==> config.mk <==
export PLATFORM = sky130hd
export DESIGN_NAME = nnfu_scan
export DESIGN_NICKNAME = d
export VERILOG_FILES = /design/src/sv/nnfu_pkg.sv /design/src/sv/nnfu_scan.sv
export SDC_FILE = /design/constraint.sdc
export NUM_CORES = 1
export LEC_CHECK = 0
export BUFFER_PORTS_ARGS = -buffer_cell sky130_fd_sc_hd__buf_4
export CAP_MARGIN = 20
export CORE_ASPECT_RATIO = 2
export CORE_MARGIN = 8
export CORE_UTILIZATION = 64
export DETAILED_ROUTE_END_ITERATION = 7
export GPL_TIMING_DRIVEN = 0
export PLACE_DENSITY = 0.88
export SLEW_MARGIN = 5
export SYNTH_ARGS = -nofsm -noshare
export SYNTH_HDL_FRONTEND = slang
export SYNTH_SLANG_ARGS = --single-unit
==> constraint.sdc <==
create_clock -name clock -period 4.75 [get_ports clock]
set_input_delay 0.2375 -clock clock [delete_from_list [all_inputs] [get_ports clock]]
set_output_delay 0.2375 -clock clock [all_outputs]
set_load 0.01 [all_outputs]
==> src/sv/nnfu_pkg.sv <==
// Shared constants, types and helper functions for the nearest-neighbor frame upscaler.
// No dependencies; every other file of the block but nnfu_ram refers to this package by scoped names.

package nnfu_pkg;

   // Default source frame geometry.
   localparam int SRC_WIDTH_DEF  = 320;
   localparam int SRC_HEIGHT_DEF = 200;

   // Field and register widths.
   localparam int CFG_W      = 11;
   localparam int DIM_W      = 10;
   localparam int PIX_W      = 16;
   localparam int COL_IN_W   = 9;
   localparam int ROW_IN_W   = 8;
   localparam int CSR_DATA_W = 32;
   localparam int CSR_ADDR_W = 3;

   // Largest destination size in either direction.
   localparam logic [CFG_W-1:0] DEST_MAX = 11'd1024;

   // Register reset values.
   localparam logic [CFG_W-1:0] DEST_WIDTH_RST  = 11'd800;
   localparam logic [CFG_W-1:0] DEST_HEIGHT_RST = 11'd480;

   // Register indexes, decoded from the word address.
   localparam logic REG_DEST_WIDTH  = 1'b0;
   localparam logic REG_DEST_HEIGHT = 1'b1;

   // Command codes.
   localparam logic CMD_WRITE = 1'b0;
   localparam logic CMD_FETCH = 1'b1;

   // Configuration handed from the register file to the scan generator.
   typedef struct packed {
      logic [CFG_W-1:0] dest_width;
      logic [CFG_W-1:0] dest_height;
      logic             restart;
   } csr_cfg_type;

   // Destination position of the pixel currently being fetched.
   typedef struct packed {
      logic [DIM_W-1:0] col;
      logic [DIM_W-1:0] row;
      logic             frame_end;
   } scan_pos_type;

   // Raise a destination size to the source size and saturate it at the maximum.
   function automatic logic [CFG_W-1:0] eff_size(input logic [CFG_W-1:0] reg_val,
                                                 input logic [CFG_W-1:0] src_val);
      logic [CFG_W-1:0] s;
      s = reg_val;
      if (s < src_val) begin
         s = src_val;
      end
      if (s > DEST_MAX) begin
         s = DEST_MAX;
      end
      return s;
   endfunction

   // Swap the two bytes of a pixel.
   function automatic logic [PIX_W-1:0] byte_swap(input logic [PIX_W-1:0] v);
      return {v[7:0], v[15:8]};
   endfunction

endpackage

==> src/sv/nnfu_scan.sv <==
// Destination raster scan with DDA accumulators that map each destination pixel to a source
// address. Depends on nnfu_pkg for widths, the config struct and the size clamp.

module nnfu_scan #(
   parameter int SRC_WIDTH  = nnfu_pkg::SRC_WIDTH_DEF,
   parameter int SRC_HEIGHT = nnfu_pkg::SRC_HEIGHT_DEF,
   localparam int ADDR_W    = $clog2(SRC_WIDTH * SRC_HEIGHT),
   localparam int MCOL_W    = $clog2(SRC_WIDTH)
) (
   input  logic                   clock,
   input  logic                   reset,
   input  nnfu_pkg::csr_cfg_type  cfg,
   input  logic                   step,
   output nnfu_pkg::scan_pos_type pos,
   output logic [ADDR_W-1:0]      rd_addr
);

   localparam logic [nnfu_pkg::CFG_W-1:0] SRC_W_C = nnfu_pkg::CFG_W'(SRC_WIDTH);
   localparam logic [nnfu_pkg::CFG_W-1:0] SRC_H_C = nnfu_pkg::CFG_W'(SRC_HEIGHT);

   logic [nnfu_pkg::DIM_W-1:0] col_ff, col_in;
   logic [nnfu_pkg::DIM_W-1:0] row_ff, row_in;
   logic [nnfu_pkg::CFG_W-1:0] col_acc_ff, col_acc_in;
   logic [nnfu_pkg::CFG_W-1:0] row_acc_ff, row_acc_in;
   logic [MCOL_W-1:0]          map_col_ff, map_col_in;
   logic [ADDR_W-1:0]          row_base_ff, row_base_in;

   logic [nnfu_pkg::CFG_W-1:0] eff_w;
   logic [nnfu_pkg::CFG_W-1:0] eff_h;
   logic [nnfu_pkg::CFG_W-1:0] col_step;
   logic [nnfu_pkg::CFG_W-1:0] row_step;
   logic                       last_col;
   logic                       last_row;

   assign eff_w = nnfu_pkg::eff_size(cfg.dest_width, SRC_W_C);
   assign eff_h = nnfu_pkg::eff_size(cfg.dest_height, SRC_H_C);

   assign last_col = ({1'b0, col_ff} + 11'd1) == eff_w;
   assign last_row = ({1'b0, row_ff} + 11'd1) == eff_h;
   assign col_step = col_acc_ff + SRC_W_C;
   assign row_step = row_acc_ff + SRC_H_C;

   // Next position: advance along the row, wrap to the next line, wrap to the frame start.
   always_comb begin
      col_in      = col_ff;
      row_in      = row_ff;
      col_acc_in  = col_acc_ff;
      row_acc_in  = row_acc_ff;
      map_col_in  = map_col_ff;
      row_base_in = row_base_ff;
      if (!last_col) begin
         col_in = col_ff + 10'd1;
         if (col_step >= eff_w) begin
            col_acc_in = col_step - eff_w;
            map_col_in = map_col_ff + MCOL_W'(1);
         end else begin
            col_acc_in = col_step;
         end
      end else begin
         col_in     = '0;
         col_acc_in = '0;
         map_col_in = '0;
         if (!last_row) begin
            row_in = row_ff + 10'd1;
            if (row_step >= eff_h) begin
               row_acc_in  = row_step - eff_h;
               row_base_in = row_base_ff + ADDR_W'(SRC_WIDTH);
            end else begin
               row_acc_in = row_step;
            end
         end else begin
            row_in      = '0;
            row_acc_in  = '0;
            row_base_in = '0;
         end
      end
   end

   // Position registers; a register write restarts the frame.
   always_ff @(posedge clock) begin
      if (reset || cfg.restart) begin
         col_ff      <= '0;
         row_ff      <= '0;
         col_acc_ff  <= '0;
         row_acc_ff  <= '0;
         map_col_ff  <= '0;
         row_base_ff <= '0;
      end else if (step) begin
         col_ff      <= col_in;
         row_ff      <= row_in;
         col_acc_ff  <= col_acc_in;
         row_acc_ff  <= row_acc_in;
         map_col_ff  <= map_col_in;
         row_base_ff <= row_base_in;
      end
   end

   assign pos.col       = col_ff;
   assign pos.row       = row_ff;
   assign pos.frame_end = last_col && last_row;
   assign rd_addr       = row_base_ff + ADDR_W'(map_col_ff);

endmodule

* Word level (Yosys, flattened, before mapping)
Cells that the tools add are included.
** Word-level totals
- Bits in registers :: 67
- Input port bits :: 26
- Output and inout port bits :: 37
- Logic and storage cells :: 46
** Operators by class
- $add $sub $neg :: 11
- $lt $le $gt $ge :: 6
- Eq/ne operators :: 2
- Muxes and demuxes :: 14
- Reductions and logical operators :: 7
** Operator list (count)
- 11-bit 2-to-1 mux :: 8
- 16-bit 2-to-1 mux :: 2
- 10-bit by 1-bit adder with 11-bit output, second input constant :: 2
- 11-bit == test :: 2
- 11-bit greater-or-equal comparator :: 2
- 11-bit > comparator, second input constant :: 2
- 11-bit subtractor :: 2
- 10-bit by 1-bit adder with 10-bit output, second input constant :: 2
- 10-bit 2-to-1 mux :: 2
- 9-bit 2-to-1 mux :: 2
- 16-bit by 9-bit adder with 16-bit output :: 1
- 16-bit by 9-bit adder with 16-bit output, second input constant :: 1
- 11-bit by 8-bit adder with 11-bit output, second input constant :: 1
- 11-bit by 9-bit adder with 11-bit output, second input constant :: 1
- 11-bit by 8-bit less-than comparator with 1-bit output, second input constant :: 1
- 11-bit by 9-bit less-than comparator with 1-bit output, second input constant :: 1
- 9-bit by 1-bit adder with 9-bit output, second input constant :: 1
- 2-bit AND reduction :: 2
- 2-bit nonzero test :: 2
- 3-bit AND reduction :: 1
- 1-bit logical AND :: 1
- 1-bit logical OR :: 1

* Depth between registers and ports, before layout
- Word-level depth :: 7
- Gate-level depth with buffers :: 15
- Depth with buffers taken out :: 15

* Least setup slack after synthesis
Ideal clock, no wire load.
- Kind :: input -> register
- Start :: in cfg[6] (netlist name)
- End :: reg row_acc_ff[10] (netlist name)
- Library setup time :: 0.117 ns
- Arrival :: 2.952 ns
- Data required time :: 4.633 ns
- Slack :: 1.681 ns
- Stages :: 15
- Buffers on the path :: 0
- Path through :: o311ai_0 > a21oi_1 > and2_1 > ha_1 > inv_1 > fa_1 > a21o_1 > nand2_1 > a21oi_1 > or4_1 > a41o_1 > a21oi_1 > xor2_1 > a21oi_1 > a22o_1
** Between the ends
- Longest elaborated chain between the ends :: 7
- Elaborated cells on any way between the ends :: 9
- Classes of those cells :: add/sub (1); order compare (3); eq/ne (1); mux (4)
** Ends and longest elaborated chain
- start: declaration :: line nnfu_scan.sv:12 : input nnfu_pkg::csr_cfg_type cfg,
- 11-bit by 8-bit less-than comparator with 1-bit output :: line nnfu_pkg.sv:53 : if (s < src_val) begin
- 11-bit 2-to-1 mux (*) :: line nnfu_pkg.sv:53
- 11-bit > comparator :: line nnfu_pkg.sv:56 : if (s > DEST_MAX) begin
- 11-bit 2-to-1 mux (*) :: line nnfu_pkg.sv:56
- 11-bit subtractor or 11-bit greater-or-equal comparator (tied branches) :: line nnfu_scan.sv:66, nnfu_scan.sv:65
- 11-bit 2-to-1 mux :: line nnfu_scan.sv:65 : if (row_step >= eff_h) begin
- 11-bit 2-to-1 mux (*) :: line nnfu_scan.sv:63 : if (!last_row) begin
- end signal: assignment :: line nnfu_scan.sv:92 : row_acc_ff <= row_acc_in;
- end: declaration :: line nnfu_scan.sv:24 : logic [nnfu_pkg::CFG_W-1:0] row_acc_ff, row_acc_in;
Mark *: on every way between the ends. The rest lies on a longest branch, timed or not.
A chain may end at the register's enable or synchronous reset.

* Final worst setup path
- Start :: reg row_acc_ff[5] (netlist name)
- End :: reg row_base_ff[13]
** Between the ends
- Longest elaborated chain between the ends :: 4
** Ends and longest elaborated chain
- 11-bit by 8-bit adder with 11-bit output :: line nnfu_scan.sv:41 : assign row_step = row_acc_ff + SRC_H_C;
- 11-bit greater-or-equal comparator :: line nnfu_scan.sv:65
- 2-bit nonzero test (no line)
- 3-bit AND reduction (no line)
- end signal: assignment :: line nnfu_scan.sv:94 : row_base_ff <= row_base_in;
- end: declaration :: line nnfu_scan.sv:26 : logic [ADDR_W-1:0] row_base_ff, row_base_in;
Every way passes these cells.

==> flow_summary.json <==
{
  "overflow": 0,
  "core_um2": 7943,
  "post_cts_buffers": 0,
  "cts_hold_buf": 0,
  "clkSinkCount": 61,
  "grt_pass1_vias": 5579,
  "synth_async_sr_flop_share_pct": 0,
  "cap_viol_max_count": 0,
  "finalClockSkew_ns": 0.006566,
  "powerDensity_nw_per_um2": 258.0,
  "drive_gt1_share_pct": 14.97,
  "relSlewSlack_pct": 53.49,
  "worstHoldStart": "reset",
  "finalCriticalPeriod_ns": 3.552,
  "seq_area_frac_synth_pct": 23.46,
  "vias": 5487,
  "synth.avg_cell_area_um2": 7.757,
  "portBuffers": 61,
  "fmax_mhz": 281.5,
  "path_clk_slew_ns": 0.06,
  "cts_tree": "built",
  "start_kind": "flip-flop",
  "setup_tns_ns": 0,
  "grt_pass1_wl_um": 25180,
  "grt_usage_pct": 27.53,
  "worstPathArrival_ns": 3.81,
  "crit_type": "flip-flop to flip-flop",
  "dpl.hpwl_um": 12120,
  "root_buffer": "clkbuf_16",
  "top_level_ports": 63,
  "drt_pre_antenna_iters": 8,
  "layout_common_cells": "68 x nor2_1, 68 x buf_4, 64 x nand2_1",
  "synth_largest_area_cell": "dfxtp_1",
  "dpl_worst_slack_ns": 0.9796,
  "hold_viol_final": 0,
  "final-setup-viol-count": 0,
  "ys.flop_type": "dfxtp_1",
  "grt_max_degree": 13,
  "status": "completed",
  "tightestPinTransition_ns": 0.6938,
  "wl_per_cell_um": 18.65,
  "grt_antenna_before_repair": 0,
  "htree_num_levels": 3,
  "ys.warnings.count": 0,
  "syn_nets": 730,
  "grt_setup_unrepaired": "no",
  "cts_inserted_buffers": 9,
  "first_iter_violations": 386,
  "die-height_um": 143.5,
  "pwr-share-clk_pct": 46.6,
  "clock_latency_ns": 0.33,
  "synth_top_area_share_pct": 23.46,
  "routed_wl_um": 15740,
  "die-area_um2": 11450,
  "final-max-slew-violation-count": 0,
  "crit_required_ns": 5.01,
  "syn_to_final_growth_pct": 17.50,
  "netlist_instances": 671,
  "comb_power_share_pct": 20.2,
  "placed_area_um2": 5783,
  "start_util_pct": 65.53,
  "finalPower_w": 0.001578,
  "fin_ws_ns": 1.198,
  "synth_enable_flop_cells": 0,
  "drt-vias-per-instance": 6.501,
  "leakagePower_nw": 2.429,
  "r2r_start": "row_acc_ff[5]$_SDFFE_PP0P_",
  "antennaDiodeCount": 0,
  "switching_share_pct": 28.39,
  "power_frac_seq_pct": 33.2,
  "critPathCaptureType": "flip-flop",
  "ant_nets": 0,
  "drc": 0,
  "cp-startpoint": "row_acc_ff[5]$_SDFFE_PP0P_",
  "globalplace.congestion": 0.9461,
  "ys_ff_latch": 61,
  "critPathMaxFanout": 7,
  "synthTopCellsByArea": "dfxtp_1 23%, ha_1 7.5%, xnor2_1 6.9%",
  "die_x_um": 79.77,
  "std_cell_rows": 46,
  "synth.distinct_cells": 73,
  "hold_class": "input pin to flip-flop",
  "fin_nets": 802,
  "ctsResizeCount": 0,
  "clockBufferDepth": 2,
  "ir_drop_uv": 230.4,
  "final_cell_area_um2": 6116,
  "p_sw_w": 0.0004479,
  "netlist_area_um2": 5205,
  "intPower_w": 0.001130,
  "finalCritPeriodShare_pct": 74.79
}
## worst paths after layout
path | to | slack, ns | cells past startpoint
setup reg to reg | row_base_ff[13]$_SDFFE_PP0P_ | 1.20 | 14
hold reg to reg | col_acc_ff[10]$_SDFFE_PP0P_ | 0.48 | 2
setup / recovery | row_base_ff[13]$_SDFFE_PP0P_ | 1.20 | 14
hold / removal | col_ff[7]$_SDFFE_PP0P_ | 0.35 | 4
## power by group through the flow
stage                     Combinational [W]  Clock [W]  Sequential [W]
after floorplan                    0.000225          0        0.000533
after global placement             0.000300          0        0.000535
after detailed placement           0.000309          0        0.000535
after CTS                          0.000313   0.000741        0.000524
after global routing               0.000345   0.000759        0.000524
final                              0.000318   0.000736        0.000524
## layout make-up
class                      count  area [um2]
sequential                    61        1221
inverter                      30       112.6
clock buffer                  10       239.0
fill                         600        1827
timing repair buffer          61       457.9
multi-input combinational    552        3722
tap                           96       120.1
clock inverter                 6       93.84
buffer                        28       148.9
## cell families after synthesis
family	share of synthesized area [%]
flip-flops	23.46
XOR/XNOR	11.32
AO/OA/AOI/OAI	23.53
buffers and inverters	5.024
adder cells (fa/ha/maj)	8.221
multiplexers	2.933
AND/OR/NAND/NOR	25.50
## flip-flops by register name (all words and copies together) (netlist names)
signal,count
col_ff,10
col_acc_ff,11
row_acc_ff,11
map_col_ff,9
row_base_ff,10
row_ff,10
## critical path, stage by stage, from the launching register on
cell	delay, ns
dfxtp_1	0.35
and3_1	0.26
nor3_1	0.41
nor2_1	0.12
xor2_1	0.17
ha_1	0.33
nand2_1	0.10
nor3_1	0.18
a41o_1	0.21
a21oi_1	0.05
o21ai_1	0.34
o21ba_4	0.27
nand4b_4	0.19
or3_1	0.33
a21oi_1	0.16
## through the flow
stage / cells / hold WS [ns] / utilization, %
after detailed placement: 828 / 0.4725 / 72.81
after floorplan: 671 / 0.4251 / -
final: 844 / 0.3511 / 77.00
after global routing: 844 / 0.3669 / 77.00
after CTS: 844 / 0.3295 / 77.00
after global placement: 828 / 0.4388 / 72.81
## cell usage after synthesis, types with 12 or more instances
cell	number
a21oi_1	47
dfxtp_1	61
ha_1	31
inv_1	28
mux2i_1	13
nand2_1	64
nand2b_1	12
nand3_1	18
nor2_1	68
nor3_1	22
o21ai_0	39
xnor2_1	41
xor2_1	21
## metal layers
| layer | vias to the layer above | global-route usage, % | share of wire (%) |
|---|---|---|---|
| met2 | 247 | 53.67 | 56 |
| met4 | 0 | 19.98 | 5.5 |
| li1 | 2596 | - | - |
| met1 | 2573 | 23.68 | 34 |
| met5 | - | 0 | 0 |
| met3 | 71 | 4.443 | 4.8 |
(Power assumes the default switching activity.)
