## src/sv/nnfu_pkg.sv

```systemverilog
// Shared constants, types and helper functions for the nearest-neighbor frame upscaler.
// No dependencies; every other file of the block but nnfu_ram refers to this package by scoped names.

package nnfu_pkg;

   // Default source frame geometry.
   localparam int SRC_WIDTH_DEF  = 320;
   localparam int SRC_HEIGHT_DEF = 200;

   // Field and register widths.
   localparam int CFG_W      = 11;
   localparam int DIM_W      = 10;
   localparam int PIX_W      = 16;
   localparam int COL_IN_W   = 9;
   localparam int ROW_IN_W   = 8;
   localparam int CSR_DATA_W = 32;
   localparam int CSR_ADDR_W = 3;

   // Largest destination size in either direction.
   localparam logic [CFG_W-1:0] DEST_MAX = 11'd1024;

   // Register reset values.
   localparam logic [CFG_W-1:0] DEST_WIDTH_RST  = 11'd800;
   localparam logic [CFG_W-1:0] DEST_HEIGHT_RST = 11'd480;

   // Register indexes, decoded from the word address.
   localparam logic REG_DEST_WIDTH  = 1'b0;
   localparam logic REG_DEST_HEIGHT = 1'b1;

   // Command codes.
   localparam logic CMD_WRITE = 1'b0;
   localparam logic CMD_FETCH = 1'b1;

   // Configuration handed from the register file to the scan generator.
   typedef struct packed {
      logic [CFG_W-1:0] dest_width;
      logic [CFG_W-1:0] dest_height;
      logic             restart;
   } csr_cfg_type;

   // Destination position of the pixel currently being fetched.
   typedef struct packed {
      logic [DIM_W-1:0] col;
      logic [DIM_W-1:0] row;
      logic             frame_end;
   } scan_pos_type;

   // Raise a destination size to the source size and saturate it at the maximum.
   function automatic logic [CFG_W-1:0] eff_size(input logic [CFG_W-1:0] reg_val,
                                                 input logic [CFG_W-1:0] src_val);
      logic [CFG_W-1:0] s;
      s = reg_val;
      if (s < src_val) begin
         s = src_val;
      end
      if (s > DEST_MAX) begin
         s = DEST_MAX;
      end
      return s;
   endfunction

   // Swap the two bytes of a pixel.
   function automatic logic [PIX_W-1:0] byte_swap(input logic [PIX_W-1:0] v);
      return {v[7:0], v[15:8]};
   endfunction

endpackage

```

## src/sv/nnfu_csr.sv

```systemverilog
// APB-style register file holding the destination width and height.
// Depends on nnfu_pkg for widths, reset values, register indexes and the config struct.

module nnfu_csr (
   input  logic                             clock,
   input  logic                             reset,
   input  logic                             csr_psel,
   input  logic                             csr_penable,
   input  logic                             csr_pwrite,
   input  logic [nnfu_pkg::CSR_ADDR_W-1:0]  csr_paddr,
   input  logic [nnfu_pkg::CSR_DATA_W-1:0]  csr_pwdata,
   output logic [nnfu_pkg::CSR_DATA_W-1:0]  csr_prdata,
   output logic                             csr_pready,
   output nnfu_pkg::csr_cfg_type            cfg
);

   logic [nnfu_pkg::CFG_W-1:0] dest_width_ff;
   logic [nnfu_pkg::CFG_W-1:0] dest_height_ff;
   logic                       wr_stb;
   logic                       reg_idx;
   logic [nnfu_pkg::CFG_W-1:0] rd_val;

   assign csr_pready = 1'b1;
   assign wr_stb     = csr_psel && csr_penable && csr_pwrite && csr_pready;
   assign reg_idx    = csr_paddr[2];

   // Register writes.
   always_ff @(posedge clock) begin
      if (reset) begin
         dest_width_ff  <= nnfu_pkg::DEST_WIDTH_RST;
         dest_height_ff <= nnfu_pkg::DEST_HEIGHT_RST;
      end else begin
         if (wr_stb) begin
            unique case (reg_idx)
               nnfu_pkg::REG_DEST_WIDTH: begin
                  dest_width_ff <= csr_pwdata[nnfu_pkg::CFG_W-1:0];
               end
               nnfu_pkg::REG_DEST_HEIGHT: begin
                  dest_height_ff <= csr_pwdata[nnfu_pkg::CFG_W-1:0];
               end
            endcase
         end
      end
   end

   // Read-back of the raw register values.
   always_comb begin
      unique case (reg_idx)
         nnfu_pkg::REG_DEST_WIDTH:  rd_val = dest_width_ff;
         nnfu_pkg::REG_DEST_HEIGHT: rd_val = dest_height_ff;
      endcase
   end

   assign csr_prdata = nnfu_pkg::CSR_DATA_W'(rd_val);

   // Any register write restarts the destination frame at the same clock edge.
   assign cfg.dest_width  = dest_width_ff;
   assign cfg.dest_height = dest_height_ff;
   assign cfg.restart     = wr_stb;

endmodule

```

## config.mk

```make
export PLATFORM = sky130hd
export DESIGN_NAME = nnfu_csr
export DESIGN_NICKNAME = d
export VERILOG_FILES = /design/src/sv/nnfu_pkg.sv /design/src/sv/nnfu_csr.sv
export SDC_FILE = /design/constraint.sdc
export NUM_CORES = 1
export LEC_CHECK = 0
export ABC_CLOCK_PERIOD_IN_PS = 800
export BUFFER_PORTS_ARGS = -buffer_cell sky130_fd_sc_hd__buf_4
export CORE_MARGIN = 2
export CORE_UTILIZATION = 35
export DETAILED_ROUTE_END_ITERATION = 8
export PLACE_DENSITY = 0.84
export SLEW_MARGIN = 20
export SYNTH_ARGS = -nofsm -noshare
export SYNTH_HDL_FRONTEND = slang
export SYNTH_SLANG_ARGS = --single-unit
```

## constraint.sdc

```tcl
create_clock -name clock -period 0.8 [get_ports clock]
set_input_delay 0.16 -clock clock [delete_from_list [all_inputs] [get_ports clock]]
set_output_delay 0.16 -clock clock [all_outputs]
set_load 0.05 [all_outputs]
```

# Word level (Yosys, flattened, before mapping)
# Cells that the tools add are included.
[op_classes]
muxes = 1
bitwise = 1
n_reduce_logical = 4
[ops]
columns = ["cell", "n"]
rows = [
  ["$pmux 11 s2", 1],
  ["$reduce_and 2->1", 2],
  ["$logic_and 1x1->1", 2],
  ["$not 1->1", 1],
]
[totals]
output_inout_bits = 56
register_bits = 22
wordCells = 8
in_bits = 40

# Depth between registers and ports, before layout
# Gate-level depths: netlist (run 1).
[depth]
depth_word = 3
mapped_depth = 4
depth_no_buf = 2

# Worst setup path after synthesis (run 1)
# Ideal clock, no wire load.
[synth_path]
path_type = "reg-to-output"
startpoint = "register dest_height_ff[0] (netlist bit)"
endpoint = "output csr_prdata[0] (netlist bit)"
slack_ps = -409
t_required_ps = 640
stages_incl_launch_ff = 2
t_arrival_ps = 1049
n_path_buf = 0
cell_sequence = "dfxtp_1 > mux2_2"
[synth_via]
elab_chain_len = 1
[synth_rtl]
columns = ["element", "line", "source"]
rows = [
  ["start, declared", "nnfu_csr.sv:18", "logic [nnfu_pkg::CFG_W-1:0] dest_height_ff;"],
  ["start signal, assigned", "nnfu_csr.sv:31", "dest_height_ff <= nnfu_pkg::DEST_HEIGHT_RST;"],
  ["start signal, assigned", "nnfu_csr.sv:39", "dest_height_ff <= csr_pwdata[nnfu_pkg::CFG_W-1:0];"],
  ["$pmux 11 s2", "nnfu_csr.sv:48", "unique case (reg_idx)"],
  ["end, declared", "nnfu_csr.sv:12", "output logic [nnfu_pkg::CSR_DATA_W-1:0] csr_prdata,"],
]
# No other way between the ends.

# Final worst setup path (run 1)
[layout_path]
startpoint = "register dest_width_ff[0] (netlist bit)"
endpoint = "output csr_prdata[0] (netlist bit)"
[layout_via]
elab_chain_len = 1
[layout_rtl]
columns = ["element", "line", "source"]
rows = [
  ["start, declared", "nnfu_csr.sv:17", "logic [nnfu_pkg::CFG_W-1:0] dest_width_ff;"],
  ["start signal, assigned", "nnfu_csr.sv:30", "dest_width_ff <= nnfu_pkg::DEST_WIDTH_RST;"],
  ["start signal, assigned", "nnfu_csr.sv:36", "dest_width_ff <= csr_pwdata[nnfu_pkg::CFG_W-1:0];"],
  ["$pmux 11 s2", "nnfu_csr.sv:48", ""],
]
# No other way between the ends.

==> summary by stage, run 1 <==
Global route
The global-route wire length before repair is 5.04 mm. The number of global-route vias before repair is between 1000 and 1500. The number of antenna violations at the first check in global routing is 0. Global routing used under 10% of the available met3 tracks.

met2 is the most crowded layer. In the global route stage, met1 resource usage came out at ~17%. Entering global routing, the biggest net connects 37 pins. The overall track demand over capacity in global routing is 16.1%. The global-route met2 utilization is 32.2%.

The total overflow left after global routing is 0.

Logic synthesis
The Yosys step of the flow raised 0 warnings. The synthesized netlist devotes 0% of its cell area to XOR and XNOR gates. The synthesized netlist occupies a cell area of roughly 1200 sq um. After synthesis, the largest family of logic cells by area is multiplexers. The number of instances in the synthesized netlist is around 130. After Yosys synthesis, and, or, nand and nor cells account for a little under a fifth of the synthesized area.

In this run, synthesis produced a sequential element count of 22. By area the synthesized netlist is led by sky130_fd_sc_hd__dfxtp_1, sky130_fd_sc_hd__mux2i_1, sky130_fd_sc_hd__buf_4, sky130_fd_sc_hd__nand2b_1, sky130_fd_sc_hd__mux2_2. After Yosys synthesis, full adders, half adders and majority gates account for 0% of the synthesized area.

Of the post-synthesis cell area, the dominant cell type holds a little over a third. In this run the mean area of a mapped cell was about 9.7 sq um. The portion of synthesized area spent on multiplexers is between 20% and 30%. The netlist uses 14 different library cells. The cell taking the most area after synthesis is sky130_fd_sc_hd__dfxtp_1. The synthesized-area fraction occupied by ao, oa, aoi and oai cells is 0%. Sequential cells were found to cover between 30% and 40% of the synthesized design area.

Flow run
The number of maximum-capacitance constraint violations is 0.

Placed design
Buffers placed on the I/O ports in this run total 50. Once placement completed, the tool counted placed cells totaling ~240. Detailed placement ended at an HPWL of ~2.1 mm. The final weighted congestion in routability-driven placement is 0.704.

Timing
The final critical path takes up 157% of the cycle. The worst clock skew is 0 ns. In the post-route analysis, the smallest setup slack over all paths is -0.456 ns. The final hold violation count is 0. Setup violations remaining at the end of the flow were counted as 35. The sum of negative setup slack is -11.12 ns. On the final layout, the worst hold slack is 0.123 ns. The number of slew-limit violations in the final report was 0. Setup repair after global routing could not meet its margin everywhere. Timing would allow up to ~800 MHz. The final critical delay including setup and external delays is 1.26 ns.

Floorplanning
The core region is approximately 3400 sq um. The initialized floorplan defines 21 standard-cell rows. between 90 and 100 I/O pins were placed.

The overall die area is between 4000 and 5000 sq um. In this run the horizontal extent of the chip is around 63 microns. The height of the die is 63.3 microns. The effective utilization at floorplan is between 30% and 40%.

CTS
The H-tree depth is 1. The cell sitting at the root of the clock tree is a sky130_fd_sc_hd__clkbuf_4. The clock tree buffer depth is 2. The TritonCTS clock tree is done.

The count of clock tree sinks is 22. In this run, post-CTS hold repair placed 0 buffers. The later pin in the worst-skew pair is clocked with a latency of 0.30 ns. Clock tree synthesis inserted a total of 3 buffers.

The clock transition at the register clock pins on the worst setup and hold paths after CTS is 0.12 ns.

Detailed routing
The post-detailed-routing wire length is between 3 and 4 mm. The first TritonRoute pass finished after 2 iterations. For this run, design rule violations remaining after detail routing come to 0.

The remaining antenna violation count is 0. The total number of vias is approximately 1100. After detailed routing, the number of vias per cell comes to approximately 4.2. In the final routed layout, each cell accounts on average for ~13 microns.

For this block, the initial DRC count from the detailed router was 25.

Min path
The path with the worst hold slack has its endpoint at dest_width_ff[6]. The startpoint identified for the worst hold timing path is csr_pwdata[6]. The worst hold-check path type is input pin to flop.

The instance count along the most critical hold path is 3.

Power
For this design the static power due to leakage is 1.08 nW. In this run the power density over the cells is roughly 1100 nW/um^2. Across the VDD grid, the largest voltage drop is 0.698 mV. The overall power of the completed layout is about 2.5 mW.

Run status
The flow ran to the end, but the final reports show violations. The final reports fail on negative setup slack.

Cells and area
The ratio of cells with drive above 1 in the final layout is between 60 and 70%. Relative to the synthesized area, the layout overhead comes to 91.0%. The post-layout net count is approximately 250.

The antenna diode count is 0. The filler cell count in the final layout is 261. For this run, the share of the core covered by cells in the final layout is 69.8%.

The final instance count without filler cells is roughly 250.

Setup path
The critical path class is flop to output port. The kind of launch point of the worst setup path is a flop. The highest fanout seen on the critical path is 2. The nature of the critical path endpoint is an output port. The register-to-register path setup slack is -0.01 ns. The startpoint of the lowest-slack register-to-register path is dest_width_ff[4].

At the worst endpoint, the arrival time is about 1.1 ns. The worst register-to-register path ends at dest_width_ff[4]. The number of cell instances on the worst register-to-register path is 4.

The required time of the worst setup path is 0.64 ns.
-- Yosys cell counts, drive strengths merged --
cell / n
dfxtp: 22
nand2b: 24
and4: 1
nand4: 1
clkbuf: 3
and3: 1
and4b: 1
conb: 2
nor2: 12
mux2i: 22
buf: 27
mux2: 11
-- cells by family (layout without fill, tap and decap cells) --
group,Yosys count,in the layout
other,2,22
flip-flops,22,22
multiplexers,33,33
AND/OR/NAND/NOR,40,40
buffers and inverters,30,89
-- repair_timing --
action	4_1_cts	5_1_grt
gates cloned	0	0
endpoints found under the setup margin	33	37
gates resized for setup	75	31
setup buffers	1	19
-- registers in the layout, summed over array words and instances (netlist names) --
register and flops:
dest_width_ff 11, dest_height_ff 11
-- per-stage QoR --
step,worst slack (ns),cell area [sq um]
6_report,-0.456,2350
5_1_grt,-0.488,2350
4_1_cts,-0.467,2230
3_5_place_dp,-0.281,1920
3_3_place_gp,-0.276,1920
2_1_floorplan,-0.110,1430
-- area by class of cell --
type	instances	area, sq um	share of cell area [%]
multi-input combinational	95	729	31.1
clock inverter	1	3.75	0.160
tap	46	57.6	2.45
timing repair buffer	85	1010	43.1
sequential	22	523	22.3
clock buffer	3	22.5	0.959
-- critical path, cell delays in order (launching register included) --
cell and delay (ns):
sky130_fd_sc_hd__dfxtp_4 0.37, sky130_fd_sc_hd__mux2_4 0.27, sky130_fd_sc_hd__buf_6 0.15
-- power breakdown --
| group | switching (mW) | leakage [nW] | total, mW | internal, mW |
|---|---|---|---|---|
| Sequential | 0.0167 | 0.190 | 1.08 | 1.06 |
| Clock | 0.326 | 0.0154 | 0.507 | 0.182 |
| Combinational | 0.554 | 0.877 | 0.897 | 0.343 |
| Total | 0.896 | 1.08 | 2.48 | 1.59 |
-- per-layer routing --
layer | part of all wire (%) | up-vias | wire, microns
met4 | 0 | 0 | 0
met1 | 35 | 501 | 1120
met2 | 61 | 33 | 1950
li1 | - | 535 | -
met5 | 0 | - | 0
met3 | 3.8 | 0 | 122
-- worst max-delay path by stage --
| stage | from | endpoint | slack (ns) |
|---|---|---|---|
| global route | dest_width_ff[4] | csr_prdata[4] | -0.49 |
| CTS | dest_width_ff[4] | csr_prdata[4] | -0.47 |
| floorplan | dest_width_ff[0] | csr_prdata[0] | -0.11 |
| finish | dest_width_ff[0] | csr_prdata[0] | -0.46 |
| detailed placement | csr_paddr[2] | csr_prdata[0] | -0.28 |
| global placement | csr_paddr[2] | csr_prdata[0] | -0.28 |
-- placed cells by master, fill, tap and decap left out --
master                     netlist  layout
sky130_fd_sc_hd__buf_6           1      36
sky130_fd_sc_hd__buf_8           0      25
sky130_fd_sc_hd__mux2i_1        22      22
sky130_fd_sc_hd__conb_1          2      22
sky130_fd_sc_hd__dfxtp_4         0      22
sky130_fd_sc_hd__nand2b_1       24      20
sky130_fd_sc_hd__buf_4          23      20
sky130_fd_sc_hd__mux2_4          0      11
sky130_fd_sc_hd__nor2_1         12      10
sky130_fd_sc_hd__nand2b_4        0       4
sky130_fd_sc_hd__buf_12          0       4
sky130_fd_sc_hd__clkbuf_4        0       3
sky130_fd_sc_hd__nor2_2          0       2
sky130_fd_sc_hd__and3_1          1       1
sky130_fd_sc_hd__and4b_1         1       1
sky130_fd_sc_hd__and4_1          1       1
sky130_fd_sc_hd__nand4_1         1       1
sky130_fd_sc_hd__clkinv_1        0       1
Note: power is estimated with default switching activity, not from simulation.
==> run 2, diff against run 1 <==
--- a/config.mk
+++ b/config.mk
@@ -5,12 +5,12 @@
 export SDC_FILE = /design/constraint.sdc
 export NUM_CORES = 1
 export LEC_CHECK = 0
-export ABC_CLOCK_PERIOD_IN_PS = 800
+export ABC_CLOCK_PERIOD_IN_PS = 1170
 export BUFFER_PORTS_ARGS = -buffer_cell sky130_fd_sc_hd__buf_4
 export CORE_MARGIN = 2
-export CORE_UTILIZATION = 35
+export CORE_UTILIZATION = 39
 export DETAILED_ROUTE_END_ITERATION = 8
-export PLACE_DENSITY = 0.84
+export PLACE_DENSITY = 0.88
 export SLEW_MARGIN = 20
 export SYNTH_ARGS = -nofsm -noshare
 export SYNTH_HDL_FRONTEND = slang
==> constraint.sdc (replaced) <==
create_clock -name clock -period 1.17 [get_ports clock]
set_input_delay 0.234 -clock clock [delete_from_list [all_inputs] [get_ports clock]]
set_output_delay 0.234 -clock clock [all_outputs]
set_load 0.05 [all_outputs]
==> summary by stage, run 2 (same netlist as run 1, synthesis figures left out) <==
Run status
Status: finished with violations (unchanged). Failing checks: negative setup slack (unchanged).

Floorplanning
The overall die area is 3620 sq um (was 4000 sq um). The height of the die was 60.1 microns (was 63.3 microns). The number of rows in the core area is 20 (was 21).

The core footprint was 3030 sq um (was 3360 sq um). The effective utilization at floorplan came to 40.6% (was 36.5%). The width of the chip is 60.1 microns (was 63.3 microns). The number of top-level pins was 96 (unchanged).

Cells and area
The cell area after layout is 2150 sq um (was 2350 sq um). The ratio of cells with drive above 1 in the final layout is 57.8% (was 61.7%). The area taken by flip-flops and latches was 468 sq um (was 523 sq um).

The most frequent standard cell in the layout excluding fill and tap cells is sky130_fd_sc_hd__buf_8 (was sky130_fd_sc_hd__buf_6). The area overhead of the layout relative to synthesis is 75.2% (was 91.0%). The filler cell count in the final layout is 212 (was 261). The post-layout net count is 240 (was 247).

Largest regs: dest_height_ff: 11 flops, dest_width_ff: 11 flops (unchanged). The antenna diode count is 0 (unchanged). The total area of multi-input combinational cells was 694 sq um (was 729 sq um).

The final instance count without filler cells is 243 (was 252). Most frequent cells in the layout: sky130_fd_sc_hd__buf_8, sky130_fd_sc_hd__buf_4, sky130_fd_sc_hd__nand2b_1 (was sky130_fd_sc_hd__buf_6, sky130_fd_sc_hd__buf_8, sky130_fd_sc_hd__mux2i_1, sky130_fd_sc_hd__conb_1, sky130_fd_sc_hd__dfxtp_4).

CTS
The clock latency of the later-clocked register in the worst-skew pair is 0.30 ns (about the same). The TritonCTS clock tree was done (unchanged). The count of clock tree sinks is 22 (unchanged). The H-tree depth is 1 (unchanged). The hold buffer count at cts came to 0 (unchanged). The CTS buffer count was 3 (unchanged).

The buffer type at the clock tree root is sky130_fd_sc_hd__clkbuf_4 (unchanged). The clock tree buffer depth is 2 (unchanged). The clock transition at the register clock pins on the worst setup and hold paths after CTS is 0.12 ns (about the same).

Global route
The total grt overflow is 0 (unchanged). The global-route wire length before repair came to 4.59 mm (was 5.04 mm). The number of global-route vias before repair is 983 (was 1086).

The overall track demand over capacity in global routing came to 17.1% (was 16.1%). The pin count of the biggest net entering global routing is 37 (unchanged). The number of antenna violations at the first check in global routing is 0 (unchanged).

Placed design
The quantity of I/O buffers inserted on ports was 50 (unchanged). The count of placed standard cells including taps was 214 (was 242). The post-placement cell area is 1590 sq um (was 1920 sq um). The pre-CTS worst setup slack was -0.0638 ns (was -0.281 ns). The final weighted congestion in routability-driven placement is 0.647 (was 0.704).

Timing
The worst hold slack across all endpoints is 0.187 ns (was 0.123 ns). The worst setup slack after layout came to -0.151 ns (was -0.456 ns). Setup repair after global routing missed its margin: true (unchanged).

The worst clock skew is 0 ns (unchanged). Derived from the worst setup path, the maximum achievable clock frequency is between 700 and 800 MHz. The number of slew-limit violations in the final report is 0 (unchanged). The final critical delay including setup and external delays is approximately 1.3 ns. The final hold violation count is 0 (unchanged). The period utilization is 113%. The final setup violation count is 13 (was 35).

Power
The overall power of the completed layout is 1.78 mW (was 2.48 mW). The leakage power of the design was 1.00 nW (was 1.08 nW). The largest vdd supply drop is 0.571 mV (was 0.698 mV). The power per cell area came to 827 nW/um^2 (was 1060 nW/um^2).

Detailed routing
The remaining antenna violation count was 0 (unchanged). The post-detailed-routing wire length is 3.10 mm (was 3.19 mm). The number of DRC markers after the initial detailed-route iteration is 32 (was 25).

The mean number of vias per cell is 4.31 (was 4.24). The average wire per cell in the routed design is 12.8 microns (was 12.7 microns). The total number of vias is 1047 (was 1069).

The count of unresolved DRC violations after routing is 0 (unchanged). The first-pass iteration count of the detailed router is 4 (was 2).

Setup path
The required time of the worst setup path is 0.94 ns (was 0.64 ns). The kind of launch point of the worst setup path is a flop (unchanged). The nature of the critical path endpoint is an output port (unchanged).

The highest fanout seen on the critical path is 2 (unchanged). The register-to-register path setup slack came to 0.24 ns (was -0.01 ns). The arrival time reported for the critical path endpoint is 1.09 ns (was 1.10 ns). The critical path class is flop to output port (unchanged).

Flow run
The number of maximum-capacitance constraint violations is 0 (unchanged).

Min path
The worst hold-check path type is input pin to flop (unchanged).
run 2: changes by cell type in the layout (fill, tap and decap cells not counted), sizes merged:
cell / previous run / this run
clkbuf: 3 / 4
buf: 85 / 78
clkinv: 1 / 0
run 2: final timing paths:
path / from / end / cells past startpoint
worst max-delay path: dest_width_ff[3] / csr_prdata[3] / 2
worst min-delay path: csr_pwdata[6] / dest_width_ff[6] / 3
worst max register to register: dest_width_ff[3] / dest_width_ff[3] / 5
worst min register to register: dest_height_ff[2] / dest_height_ff[2] / 2
run 2: repair_timing:
action	4_1_cts	5_1_grt
gates resized for setup	54	37
setup buffers	21	5
endpoints found under the hold margin	0	0
cloned	0	0
endpoints found under the setup margin	11	32
run 2: per-stage QoR:
step           TNS (ns)  util (%)
5_1_grt           -2.56      71.1
2_1_floorplan         0         -
3_5_place_dp     -0.597      52.4
4_1_cts           -1.51      65.5
6_report          -1.69      71.1
3_3_place_gp     -0.591      52.4
run 2: power by group:
| part | switching (mW) | internal [mW] |
|---|---|---|
| Clock | 0.230 | 0.190 |
| Sequential | 0.0113 | 0.768 |
| Combinational | 0.371 | 0.209 |
| Total | 0.612 | 1.17 |
run 2: routing by layer:
| layer | vias to the layer above | wire, microns | global-route usage, % |
|---|---|---|---|
| met5 | - | 0 | 0 |
| li1 | 514 | - | - |
| met1 | 494 | 1270 | 21.9 |
| met4 | 0 | 26 | 4.76 |
| met2 | 37 | 1680 | 29.7 |
| met3 | 2 | 117 | 2.60 |
run 2: critical path, cell delays in order (launching register included):
cell                      delay, ns
sky130_fd_sc_hd__dfxtp_2       0.35
sky130_fd_sc_hd__mux2_4        0.28
sky130_fd_sc_hd__buf_8         0.15
run 2: final cells by class:
| cell class | count | share of cell area [%] |
|---|---|---|
| Timing Repair Buffer | 78 | 41.7 |
| Multi-Input combinational cell | 95 | 32.3 |
| Sequential cell | 22 | 21.7 |
| Tap cell | 44 | 2.56 |
| Clock buffer | 4 | 1.69 |
